File: src/assert_macros.svh
// assertion macros shared by the rtl
`ifndef ASSERT_MACROS_SVH
`define ASSERT_MACROS_SVH

`ifndef SYNTHESIS

`define ASSERT_IMPLY(lbl, clk, rst, ante, cons) \
   lbl: assert property (@(posedge clk) disable iff (rst) (ante) |-> (cons)) \
      else $error("implication check failed");

`define ASSERT_NEXT(lbl, clk, rst, ante, cons) \
   lbl: assert property (@(posedge clk) disable iff (rst) (ante) |=> (cons)) \
      else $error("next-cycle check failed");

`define ASSERT_NEVER(lbl, clk, rst, cond) \
   lbl: assert property (@(posedge clk) disable iff (rst) !(cond)) \
      else $error("forbidden condition seen");

`else

`define ASSERT_IMPLY(lbl, clk, rst, ante, cons)

`define ASSERT_NEXT(lbl, clk, rst, ante, cons)

`define ASSERT_NEVER(lbl, clk, rst, cond)

`endif

`endif

File: src/rfrc_pkg.sv
package rfrc_pkg;

   localparam logic [7:0]  FUNC_MULTI_WRITE = 8'h10;
   localparam logic [8:0]  LEN_PLAIN        = 9'd8;
   localparam logic [8:0]  LEN_EXTRA        = 9'd9;
   localparam logic [15:0] CRC_POLY         = 16'hA001;
   localparam logic [15:0] CRC_INIT         = 16'hFFFF;
   localparam logic [7:0]  ADDR_RESET       = 8'd1;
   localparam logic [8:0]  POS_FUNC         = 9'd1;
   localparam logic [8:0]  POS_COUNT        = 9'd6;

   typedef struct packed {
      logic       byte_taken;
      logic [8:0] position;
      logic       frame_good;
      logic       crc_bad;
   } rfrc_result_type;

   // one byte folded into a reflected crc-16, unrolled over eight bit steps
   function automatic logic [15:0] crc_fold(input logic [15:0] crc, input logic [7:0] b);
      logic [15:0] c;
      c = crc ^ {8'h00, b};
      for (int i = 0; i < 8; i++) begin
         if (c[0]) begin
            c = (c >> 1) ^ CRC_POLY;
         end else begin
            c = c >> 1;
         end
      end
      return c;
   endfunction

endpackage

File: src/rfrc_frame_engine.sv
module rfrc_frame_engine
   import rfrc_pkg::*;
(
   input  logic            clock,
   input  logic            reset,
   input  logic            step,
   input  logic [7:0]      rx_byte,
   input  logic [7:0]      slave_address,
   output rfrc_result_type result
);

   logic [8:0]  bytes_so_far_ff, bytes_so_far_in;
   logic [7:0]  function_code_ff, function_code_in;
   logic [7:0]  data_byte_count_ff, data_byte_count_in;
   logic [15:0] running_crc_ff, running_crc_in;
   logic [7:0]  crc_low_seen_ff, crc_low_seen_in;

   logic        frame_open;
   logic        drop;
   logic [7:0]  func_eff;
   logic [7:0]  count_eff;
   logic [15:0] crc_eff;
   logic [9:0]  frame_len;
   logic [9:0]  pos_plus2;
   logic        crc_ok;

   always_comb begin
      frame_open = (bytes_so_far_ff != 9'd0);
      drop       = !frame_open && (rx_byte != slave_address);
      func_eff   = frame_open ? function_code_ff : 8'h00;
      count_eff  = frame_open ? data_byte_count_ff : 8'h00;
      crc_eff    = frame_open ? running_crc_ff : CRC_INIT;
      if (bytes_so_far_ff == POS_FUNC) begin
         func_eff = rx_byte;
      end
      if (bytes_so_far_ff == POS_COUNT) begin
         count_eff = rx_byte;
      end
      if (func_eff == FUNC_MULTI_WRITE) begin
         frame_len = {2'b00, count_eff} + {1'b0, LEN_EXTRA};
      end else begin
         frame_len = {1'b0, LEN_PLAIN};
      end
      pos_plus2 = {1'b0, bytes_so_far_ff} + 10'd2;
      crc_ok    = (crc_low_seen_ff == crc_eff[7:0]) && (rx_byte == crc_eff[15:8]);

      bytes_so_far_in    = bytes_so_far_ff;
      function_code_in   = function_code_ff;
      data_byte_count_in = data_byte_count_ff;
      running_crc_in     = running_crc_ff;
      crc_low_seen_in    = crc_low_seen_ff;
      result             = '0;

      if (!drop) begin
         function_code_in   = func_eff;
         data_byte_count_in = count_eff;
         result.byte_taken  = 1'b1;
         result.position    = bytes_so_far_ff;
         if (pos_plus2 < frame_len) begin
            running_crc_in  = crc_fold(crc_eff, rx_byte);
            bytes_so_far_in = bytes_so_far_ff + 9'd1;
         end else if (pos_plus2 == frame_len) begin
            running_crc_in  = crc_eff;
            crc_low_seen_in = rx_byte;
            bytes_so_far_in = bytes_so_far_ff + 9'd1;
         end else begin
            result.frame_good = crc_ok;
            result.crc_bad    = !crc_ok;
            bytes_so_far_in   = 9'd0;
            running_crc_in    = CRC_INIT;
         end
      end
   end

   always_ff @(posedge clock) begin
      if (reset) begin
         bytes_so_far_ff    <= 9'd0;
         function_code_ff   <= 8'h00;
         data_byte_count_ff <= 8'h00;
         running_crc_ff     <= CRC_INIT;
         crc_low_seen_ff    <= 8'h00;
      end else if (step) begin
         bytes_so_far_ff    <= bytes_so_far_in;
         function_code_ff   <= function_code_in;
         data_byte_count_ff <= data_byte_count_in;
         running_crc_ff     <= running_crc_in;
         crc_low_seen_ff    <= crc_low_seen_in;
      end
   end

endmodule

File: src/rtu_frame_receiver_checker_core.sv
// Receiver and CRC-16 checker for address-gated serial frames.
// Request channel: req_valid / req_stall carry one received byte (req_rx_byte).
// A byte is taken when req_valid is high and req_stall is low.
// Response channel: rsp_valid / rsp_stall carry one response per request:
// rsp_byte_taken, rsp_position, rsp_frame_good and rsp_crc_bad.
// A frame opens only on a byte equal to the slave address written on the
// csr port (csr_wr_en, csr_wr_data); write it only while the block is idle.
// The response is registered: it appears in the cycle after its request is taken.
// Throughput: one request per cycle while req_stall is low; the crc update of a whole byte is one
// unrolled step between the frame state registers.
// When the receiver stalls, the response register holds its value and
// req_stall rises only while that register is full and stalled, so a new
// request is taken in the same cycle a waiting response leaves.
// Reset (synchronous, active high) closes any open frame, restores the
// slave address to 1 and empties the response register.
module rtu_frame_receiver_checker_core
   import rfrc_pkg::*;
(
   input  logic       clock,
   input  logic       reset,
   input  logic       csr_wr_en,
   input  logic [7:0] csr_wr_data,
   input  logic       req_valid,
   output logic       req_stall,
   input  logic [7:0] req_rx_byte,
   output logic       rsp_valid,
   input  logic       rsp_stall,
   output logic       rsp_byte_taken,
   output logic [8:0] rsp_position,
   output logic       rsp_frame_good,
   output logic       rsp_crc_bad
);

`include "assert_macros.svh"

   logic [7:0]      slave_address_ff;
   logic            rsp_valid_ff, rsp_valid_in;
   rfrc_result_type result_ff;
   rfrc_result_type result_in;
   logic            req_take;
   logic            rsp_frame_end;

   assign req_stall    = rsp_valid_ff && rsp_stall;
   assign req_take     = req_valid && !req_stall;
   assign rsp_valid_in = req_take || (rsp_valid_ff && rsp_stall);

   rfrc_frame_engine u_engine (
      .clock         (clock),
      .reset         (reset),
      .step          (req_take),
      .rx_byte       (req_rx_byte),
      .slave_address (slave_address_ff),
      .result        (result_in)
   );

   always_ff @(posedge clock) begin
      if (reset) begin
         slave_address_ff <= ADDR_RESET;
      end else if (csr_wr_en) begin
         slave_address_ff <= csr_wr_data;
      end
   end

   always_ff @(posedge clock) begin
      if (reset) begin
         rsp_valid_ff <= 1'b0;
      end else begin
         rsp_valid_ff <= rsp_valid_in;
      end
   end

   // response payload, loaded only when a request is taken
   always_ff @(posedge clock) begin
      if (req_take) begin
         result_ff <= result_in;
      end
   end

   assign rsp_valid      = rsp_valid_ff;
   assign rsp_byte_taken = result_ff.byte_taken;
   assign rsp_position   = result_ff.position;
   assign rsp_frame_good = result_ff.frame_good;
   assign rsp_crc_bad    = result_ff.crc_bad;
   assign rsp_frame_end  = rsp_frame_good || rsp_crc_bad;

   `ASSERT_NEXT(a_take_gives_rsp, clock, reset, req_take, rsp_valid)
   `ASSERT_NEVER(a_good_and_bad, clock, reset, rsp_valid && rsp_frame_good && rsp_crc_bad)
   `ASSERT_IMPLY(a_end_is_taken, clock, reset, rsp_valid && rsp_frame_end, rsp_byte_taken)
   `ASSERT_IMPLY(a_drop_is_zero, clock, reset, rsp_valid && !rsp_byte_taken, rsp_position == 9'd0)

endmodule

File: config.mk
export PLATFORM = sky130hd
export DESIGN_NAME = rtu_frame_receiver_checker_core
export DESIGN_NICKNAME = d
export VERILOG_FILES = /design/src/rfrc_pkg.sv /design/src/rfrc_frame_engine.sv /design/src/rtu_frame_receiver_checker_core.sv
export VERILOG_INCLUDE_DIRS = /design/src /design/src/src
export SDC_FILE = /design/constraint.sdc
export NUM_CORES = 1
export LEC_CHECK = 0
export ABC_AREA = 1
export CAP_MARGIN = 20
export CORE_MARGIN = 2
export CORE_UTILIZATION = 36
export CTS_BUF_LIST = sky130_fd_sc_hd__clkbuf_4 sky130_fd_sc_hd__clkbuf_8
export CTS_CLUSTER_DIAMETER = 200
export DETAILED_ROUTE_END_ITERATION = 6
export DONT_BUFFER_PORTS = 1
export PLACE_DENSITY_LB_ADDON = 0.15
export SLEW_MARGIN = 20
export SYNTH_ARGS = -nofsm -noshare
export SYNTH_HDL_FRONTEND = slang
export SYNTH_HIERARCHICAL = 1
export SYNTH_SLANG_ARGS = --single-unit
File: constraint.sdc
create_clock -name clock -period 3.4 [get_ports clock]
set_input_delay 0.68 -clock clock [delete_from_list [all_inputs] [get_ports clock]]
set_output_delay 0.68 -clock clock [all_outputs]
set_load 0.01 [all_outputs]
; ---- After elaboration in Yosys (flattened, before gate mapping)
; Index checks and enable logic that the tools add are counted.
[totals]
elab_cells = 80
out_inout_bits = 14
input_bits = 21
ff_bits = 70
[classes]
mux = 35
order_cmp = 1
add_sub_neg = 3
n_eq_ne = 7
reduce_logical = 12
bitwise_logic = 11
[ops]
columns = cell, n
row1 = $mux 16, 25
row2 = $mux 8, 4
row3 = $not 2->3, 8
row4 = $mux 9, 2
row5 = $eq 8x8->1, 2
row6 = $xor 16x8->16, 1
row7 = $mux 12, 1
row8 = $add 9x2->10 const B, 1
row9 = $eq 10x10->1, 1
row10 = $lt 10x10->1, 1
row11 = $mux 10, 1
row12 = $add 8x4->9 const B, 1
row13 = $add 9x1->9 const B, 1
row14 = $eq 9x1->1 const B, 1
row15 = $eq 9x3->1 const B, 1
row16 = $reduce_bool 9->1, 1
row17 = $eq 8x5->1 const B, 1
row18 = $ne 8x8->1, 1
row19 = $logic_and 1x1->1, 4
row20 = $mux 2, 2
row21 = $reduce_and 4->1, 1
row22 = $logic_not 1->1, 3
row23 = $reduce_or 3->1, 1
row24 = $not 1->1, 2
row25 = other kinds (2), 2

; ---- Longest topological paths before layout
[depth]
depth_word = 35
mapped_depth = 29
mapped_depth_nobuf = 28

; ---- By module
; The synthesis kept the hierarchy.
[modules_own_cells]
columns = module, instances, cells_per_inst, area_per_inst_um2, seq_area_each_um2
row1 = rfrc_frame_engine, 1, 547, 3622.2, 980.9
row2 = rtu_frame_receiver_checker_core, 1, 68, 739.5, 540.5

; ---- Worst setup path before layout
; Ideal clock, no wire load.
[synth_timing]
path_type = reg-to-reg
start = reg u_engine.bytes_so_far_ff[0]
end = reg result_ff (netlist bit rsp_crc_bad) (data pin)
path_stages_with_launch = 26
arrival_ns = 3.479
setup_slack_ns = -0.340
period_less_slack_ns = 3.740
required_time_ns = 3.139
setup_ns = 0.261
path_buffers = 3
path_cell_list = dfxtp_1 > inv_1 > ha_1 > nand2_1 > nor2_2 > nand2_4 > buf_2 > buf_2 > nand3_1 > o21ai_0 > nor4b_1 > nand2_1 > inv_2 > nand2_1 > ha_1 > a21oi_1 > o21ai_0 > a21boi_0 > o21ai_0 > nand2_1 > nand2_1 > nor2_2 > inv_1 > buf_1 > nand3_1 > nor2_1
[synth_between]
elab_chain_cells = 7
elab_cells_between_ends = 21
cone_classes = 2 x add/sub / 1 x order compare / 6 x eq/ne / 6 x mux / 6 x reduce/logical
[synth_rtl]
columns = item, line_no
row1 = from (decl), rfrc_frame_engine.sv:12  ; logic [8:0] bytes_so_far_ff, bytes_so_far_in;
row2 = from (signal assigned), rfrc_frame_engine.sv:83  ; bytes_so_far_ff <= bytes_so_far_in;
row3 = $reduce_bool 9->1, rfrc_frame_engine.sv:28  ; frame_open = (bytes_so_far_ff != 9'd0);
row4 = "$mux 8, on equally long branches", "rfrc_frame_engine.sv:31, rfrc_frame_engine.sv:30"
row5 = "$mux 8, on equally long branches", "rfrc_frame_engine.sv:36, rfrc_frame_engine.sv:33"
row6 = $add 8x4->9 / $eq 8x5->1 (equally long branches), "rfrc_frame_engine.sv:40, rfrc_frame_engine.sv:39"
row7 = $mux 10, rfrc_frame_engine.sv:39  ; if (func_eff == FUNC_MULTI_WRITE) begin
row8 = $lt 10x10->1 / $eq 10x10->1 (equally long branches), "rfrc_frame_engine.sv:59, rfrc_frame_engine.sv:62"
row9 = $reduce_or 3->1 (no line), --
row10 = to (signal assigned), rtu_frame_receiver_checker_core.sv:75  ; result_ff <= result_in;
row11 = to (decl), rtu_frame_receiver_checker_core.sv:38  ; rfrc_result_type result_ff;
; Parallel ways exist; a longest one is shown, timed or not.
; A chain may end at the register's enable or synchronous reset.

; ---- Worst setup path in the final report
[layout_timing]
start = reg u_engine.bytes_so_far_ff[1]
end = reg u_engine.running_crc_ff[0]
[layout_between]
elab_chain_cells = 27
elab_cells_between_ends = 51
cone_classes = 2 x add/sub / 1 x order compare / 4 x eq/ne / 30 x mux / 10 x bitwise / 4 x reduce/logical
[layout_rtl]
columns = item, line_no
row1 = $reduce_bool 9->1, rfrc_frame_engine.sv:28
row2 = $mux 16, rfrc_frame_engine.sv:32  ; crc_eff = frame_open ? running_crc_ff : CRC_INIT;
row3 = $xor 16x8->16, rfrc_pkg.sv:22  ; c = crc ^ {8'h00, b};
row4 = $mux 16 / $not 2->3 (equally long branches), --
row5 = "$mux 16, on equally long branches", "rfrc_frame_engine.sv:59, rfrc_pkg.sv:24"
row6 = "$mux 16, on equally long branches", "rfrc_frame_engine.sv:54, rfrc_frame_engine.sv:59"
row7 = $mux 16 (tied with other cells), rfrc_pkg.sv:24  ; if (c[0]) begin
row8 = "$mux 16, on equally long branches", "rfrc_frame_engine.sv:59, rfrc_pkg.sv:24"
row9 = [... 11 more ...], --
row10 = "$mux 16, on equally long branches", "rfrc_frame_engine.sv:59, rfrc_pkg.sv:24"
row11 = "$mux 16, on equally long branches", "rfrc_frame_engine.sv:54, rfrc_frame_engine.sv:59"
row12 = $mux 16 (tied with other cells), rfrc_pkg.sv:24
row13 = "$mux 16, on equally long branches", "rfrc_frame_engine.sv:59, rfrc_pkg.sv:24"
row14 = "$mux 16, on equally long branches", "rfrc_frame_engine.sv:54, rfrc_frame_engine.sv:59"
row15 = $not 2->3 (no line) / $mux 16 (equally long branches), --
row16 = $mux 16, rfrc_pkg.sv:24
row17 = $mux 16, rfrc_frame_engine.sv:59  ; if (pos_plus2 < frame_len) begin
row18 = to (signal assigned), rfrc_frame_engine.sv:86  ; running_crc_ff <= running_crc_in;
row19 = to (decl), rfrc_frame_engine.sv:15  ; logic [15:0] running_crc_ff, running_crc_in;
; Parallel ways exist; a longest one is shown, timed or not. The select of a mux whose other input is x is not followed.

==> impl_results.md <==
- Hold-fix buffers, CTS: 0
- Power Dens Cells: 293 mW/mm2
- Via count: 4,389
- WL/cell: 15.9 um
- N_diodes: 0
- GRT Util Overall: 19.9%
- Worst vdd ir: 0.175 mV
- Layout Nets: 725
- Worst Setup Slack, final: -0.228 ns
- Synth Instances: 615
- Worst Setup EP: u_engine/running_crc_ff[0]
- RR Endpoint: u_engine/running_crc_ff[0]
- Share of post-route cells with drive strength above 1: 35.4%
- Clock Tree Buf Depth: 2
- Syn Nets: 651
- Vias in the first global route: 4,015
- FF-to-FF path depth: 29
- Clk_lat worst skew: 0.37 ns
- Final Max Tran Viols: 0
- R2r setup slk: -0.23 ns
- Placeable Area: 0.0119 mm2
- Clk root buf: clkbuf_8
- Die Wd: 114 um
- Post-synth EDFFs: 12
- Most frequent CP cell: nand2_1
- DRT Pass-1 Iters: 5
- Critical Path End Type: register
- Met1 Usage GRT: 26.0%
- Die area: 0.0130 mm2
- Async SR Flop Fraction: 0%
- Via/cell ratio: 5.22
- Worst slack at placement: -0.448 ns
- Syn_area_per_cell: 7.09 um2
- Cell Area, Synth: 0.00436 mm2
- Max-cap viol count: 0
- Antenna-violating nets left: 0
- Cell Area, Placed: 0.00488 mm2
- Fin crit period: 3.63 ns
- Violation count after the first detailed-route iteration: 290
- CTS tree: done
- Hold WC Path Type: primary input to register
- Grt ovf: 0
- Leakage: 2.45 nW
- Ys Warns: 6
- # port buffers: 0
- Crit path kind: register to register
- Largest net degree at the start of global routing: 40
- Seq/Total Area, Yosys: 34.9%
- Synth cell types: 47
- Post-route setup TNS: -5.46 ns
- WP data arrival: 3.89 ns
- Detailed Route WL: 13,400 um
- Gr busiest metal: met2
- Layout area overhead: 37.7%
- FP Rows: 40
- Die height: 114 um
- Final setup viols: 35
- Clock slew at reported path FFs: 0.08 ns
- Slowest stage cell, crit path: dfxtp_2
- Worst reg2reg path startpoint: u_engine/bytes_so_far_ff[1]
- RSZ-0062 raised after global routing: true
- Grt met2 use: 31.4%
- Run status: finished, violations left
- Core Util, Final: 50.4%
- Crit-path max FO: 8
- Register bit total from synthesis: 70
- CTS buffer count: 9
- Crit path launch type: register
- Placer Congestion: 0.905
- Min Hold Slack: 0.371 ns
- Met3 usage: 4.82%
- # IOs: 35
- Max Fclk: 276 MHz
- Starting Density: 36.6%
- Post-DP HPWL: 8930 um
- Largest stage delay, worst path: 0.37 ns
- Pin slew with the least headroom to its limit: 1.16 ns
- First-pass GRT wire length: 20,200 um
- Drt drc: 0
- Failing checks: negative setup slack
- Slew Limit Headroom: 22.8%
- Crit path from: u_engine/bytes_so_far_ff[1]
- Finished Cell Area: 0.00601 mm2
- Num Clock Sinks: 70
- CP Data Required Time: 3.66 ns
- H-tree depth: 3
- Clk_skew: 0.0135 ns
- Final Cycle Share: 107%
- Most common cell after layout, fill and taps aside: nand2_1
- Most frequent cells in the layout: 100 x nand2_1, 76 x nor2_1, 69 x buf_4
- Final Hold Viols: 0
- Post-synth top flop: dfxtp_1
- Initial antenna violation count: 0
## per-layer routing
metal	part of all wire (%)	vias up	routed length [um]
met1	45	2048	6040
met4	2.8	0	379
met2	47	135	6290
met3	5.1	31	688
li1	-	2175	-
met5	0	-	0
## cells in the mapped netlist (3+ instances only)
cell type / count / area (um2)
nor2_1: 80 / 300
edfxtp_1: 12 / 360
inv_2: 11 / 41.3
nand2_2: 10 / 62.6
nand4_1: 3 / 18.8
o211ai_1: 3 / 22.5
dfxtp_1: 58 / 1160
xnor2_1: 4 / 35.0
clkbuf_1: 16 / 60.1
nand2_1: 112 / 420
a21oi_1: 39 / 195
xor2_1: 30 / 263
buf_2: 6 / 30.0
nand3_2: 3 / 30.0
o21ai_0: 55 / 275
nor4_1: 3 / 18.8
ha_1: 15 / 188
o221ai_1: 6 / 52.6
nand3_1: 42 / 210
nor3_1: 10 / 50.1
buf_6: 4 / 45.0
or2_2: 3 / 18.8
nor2_2: 4 / 25.0
o22ai_1: 3 / 18.8
o21ai_1: 3 / 15.0
inv_1: 54 / 203
## where the power goes
part | switching (mW) | total (mW) | internal, mW
clock network | 0.322 | 0.746 | 0.424
registers | 0.0129 | 0.872 | 0.859
logic | 0.0912 | 0.143 | 0.0517
## timing repair
action,CTS,global route
setup buffers,12,19
resized for setup,83,97
pin swaps,34,61
endpoints found under the setup margin,35,35
cloned,2,0
## critical path, delay by kind of cell, from the launching register on
family	cells	cell delay [ns]
and+or+nand+nor	13	1.27
AOI/OAI and AO/OA	5	0.67
DFF	1	0.37
buffers and inverters	9	0.87
adders and majority gates	2	0.34
## state kept, by name, indices dropped and copies added, names as in the netlist
register                     flops
u_engine/running_crc_ff         16
rsp_byte_taken                   1
u_engine/crc_low_seen_ff         8
u_engine/data_byte_count_ff      8
rsp_position                     9
u_engine/function_code_ff        8
rsp_valid                        1
rsp_crc_bad                      1
u_engine/bytes_so_far_ff         9
slave_address_ff                 8
rsp_frame_good                   1
## per-stage QoR
stage | instances | total power, mW
finish | 841 | 1.76
global route | 841 | 1.83
CTS | 823 | 1.77
detailed placement | 793 | 1.02
global placement | 793 | 1.02
floorplan | 615 | 0.988
## worst min path at each step
stage          depth (start not counted)                        start                           to
3_5_place_dp                           2  u_engine/running_crc_ff[11]  u_engine/running_crc_ff[11]
4_1_cts                                1                        reset  u_engine/bytes_so_far_ff[1]
3_3_place_gp                           2  u_engine/running_crc_ff[11]  u_engine/running_crc_ff[11]
6_report                               1                        reset  u_engine/bytes_so_far_ff[1]
2_1_floorplan                          2  u_engine/running_crc_ff[11]  u_engine/running_crc_ff[11]
5_1_grt                                1                        reset  u_engine/bytes_so_far_ff[1]
## layout make-up
type                       count  area [um2]
clock buffer                  11         139
clock inverter                 5        73.8
fill                        1127        5900
inverter                      68         283
multi-input combinational    449        3010
sequential                    70        1530
tap                          147         184
timing repair buffer          90         785
timing repair inverter         1        7.51
## cell families (layout without fill, tap and decap cells)
group,Yosys count,count (layout),share of synthesized area [%]
simple gates,280,281,28.9
xor+xnor,35,35,7.20
fa+ha+maj,15,15,4.30
buf+inv,97,175,9.84
compound gates,118,118,14.9
flops,70,70,34.9
Power figures use the tool's default switching activity.
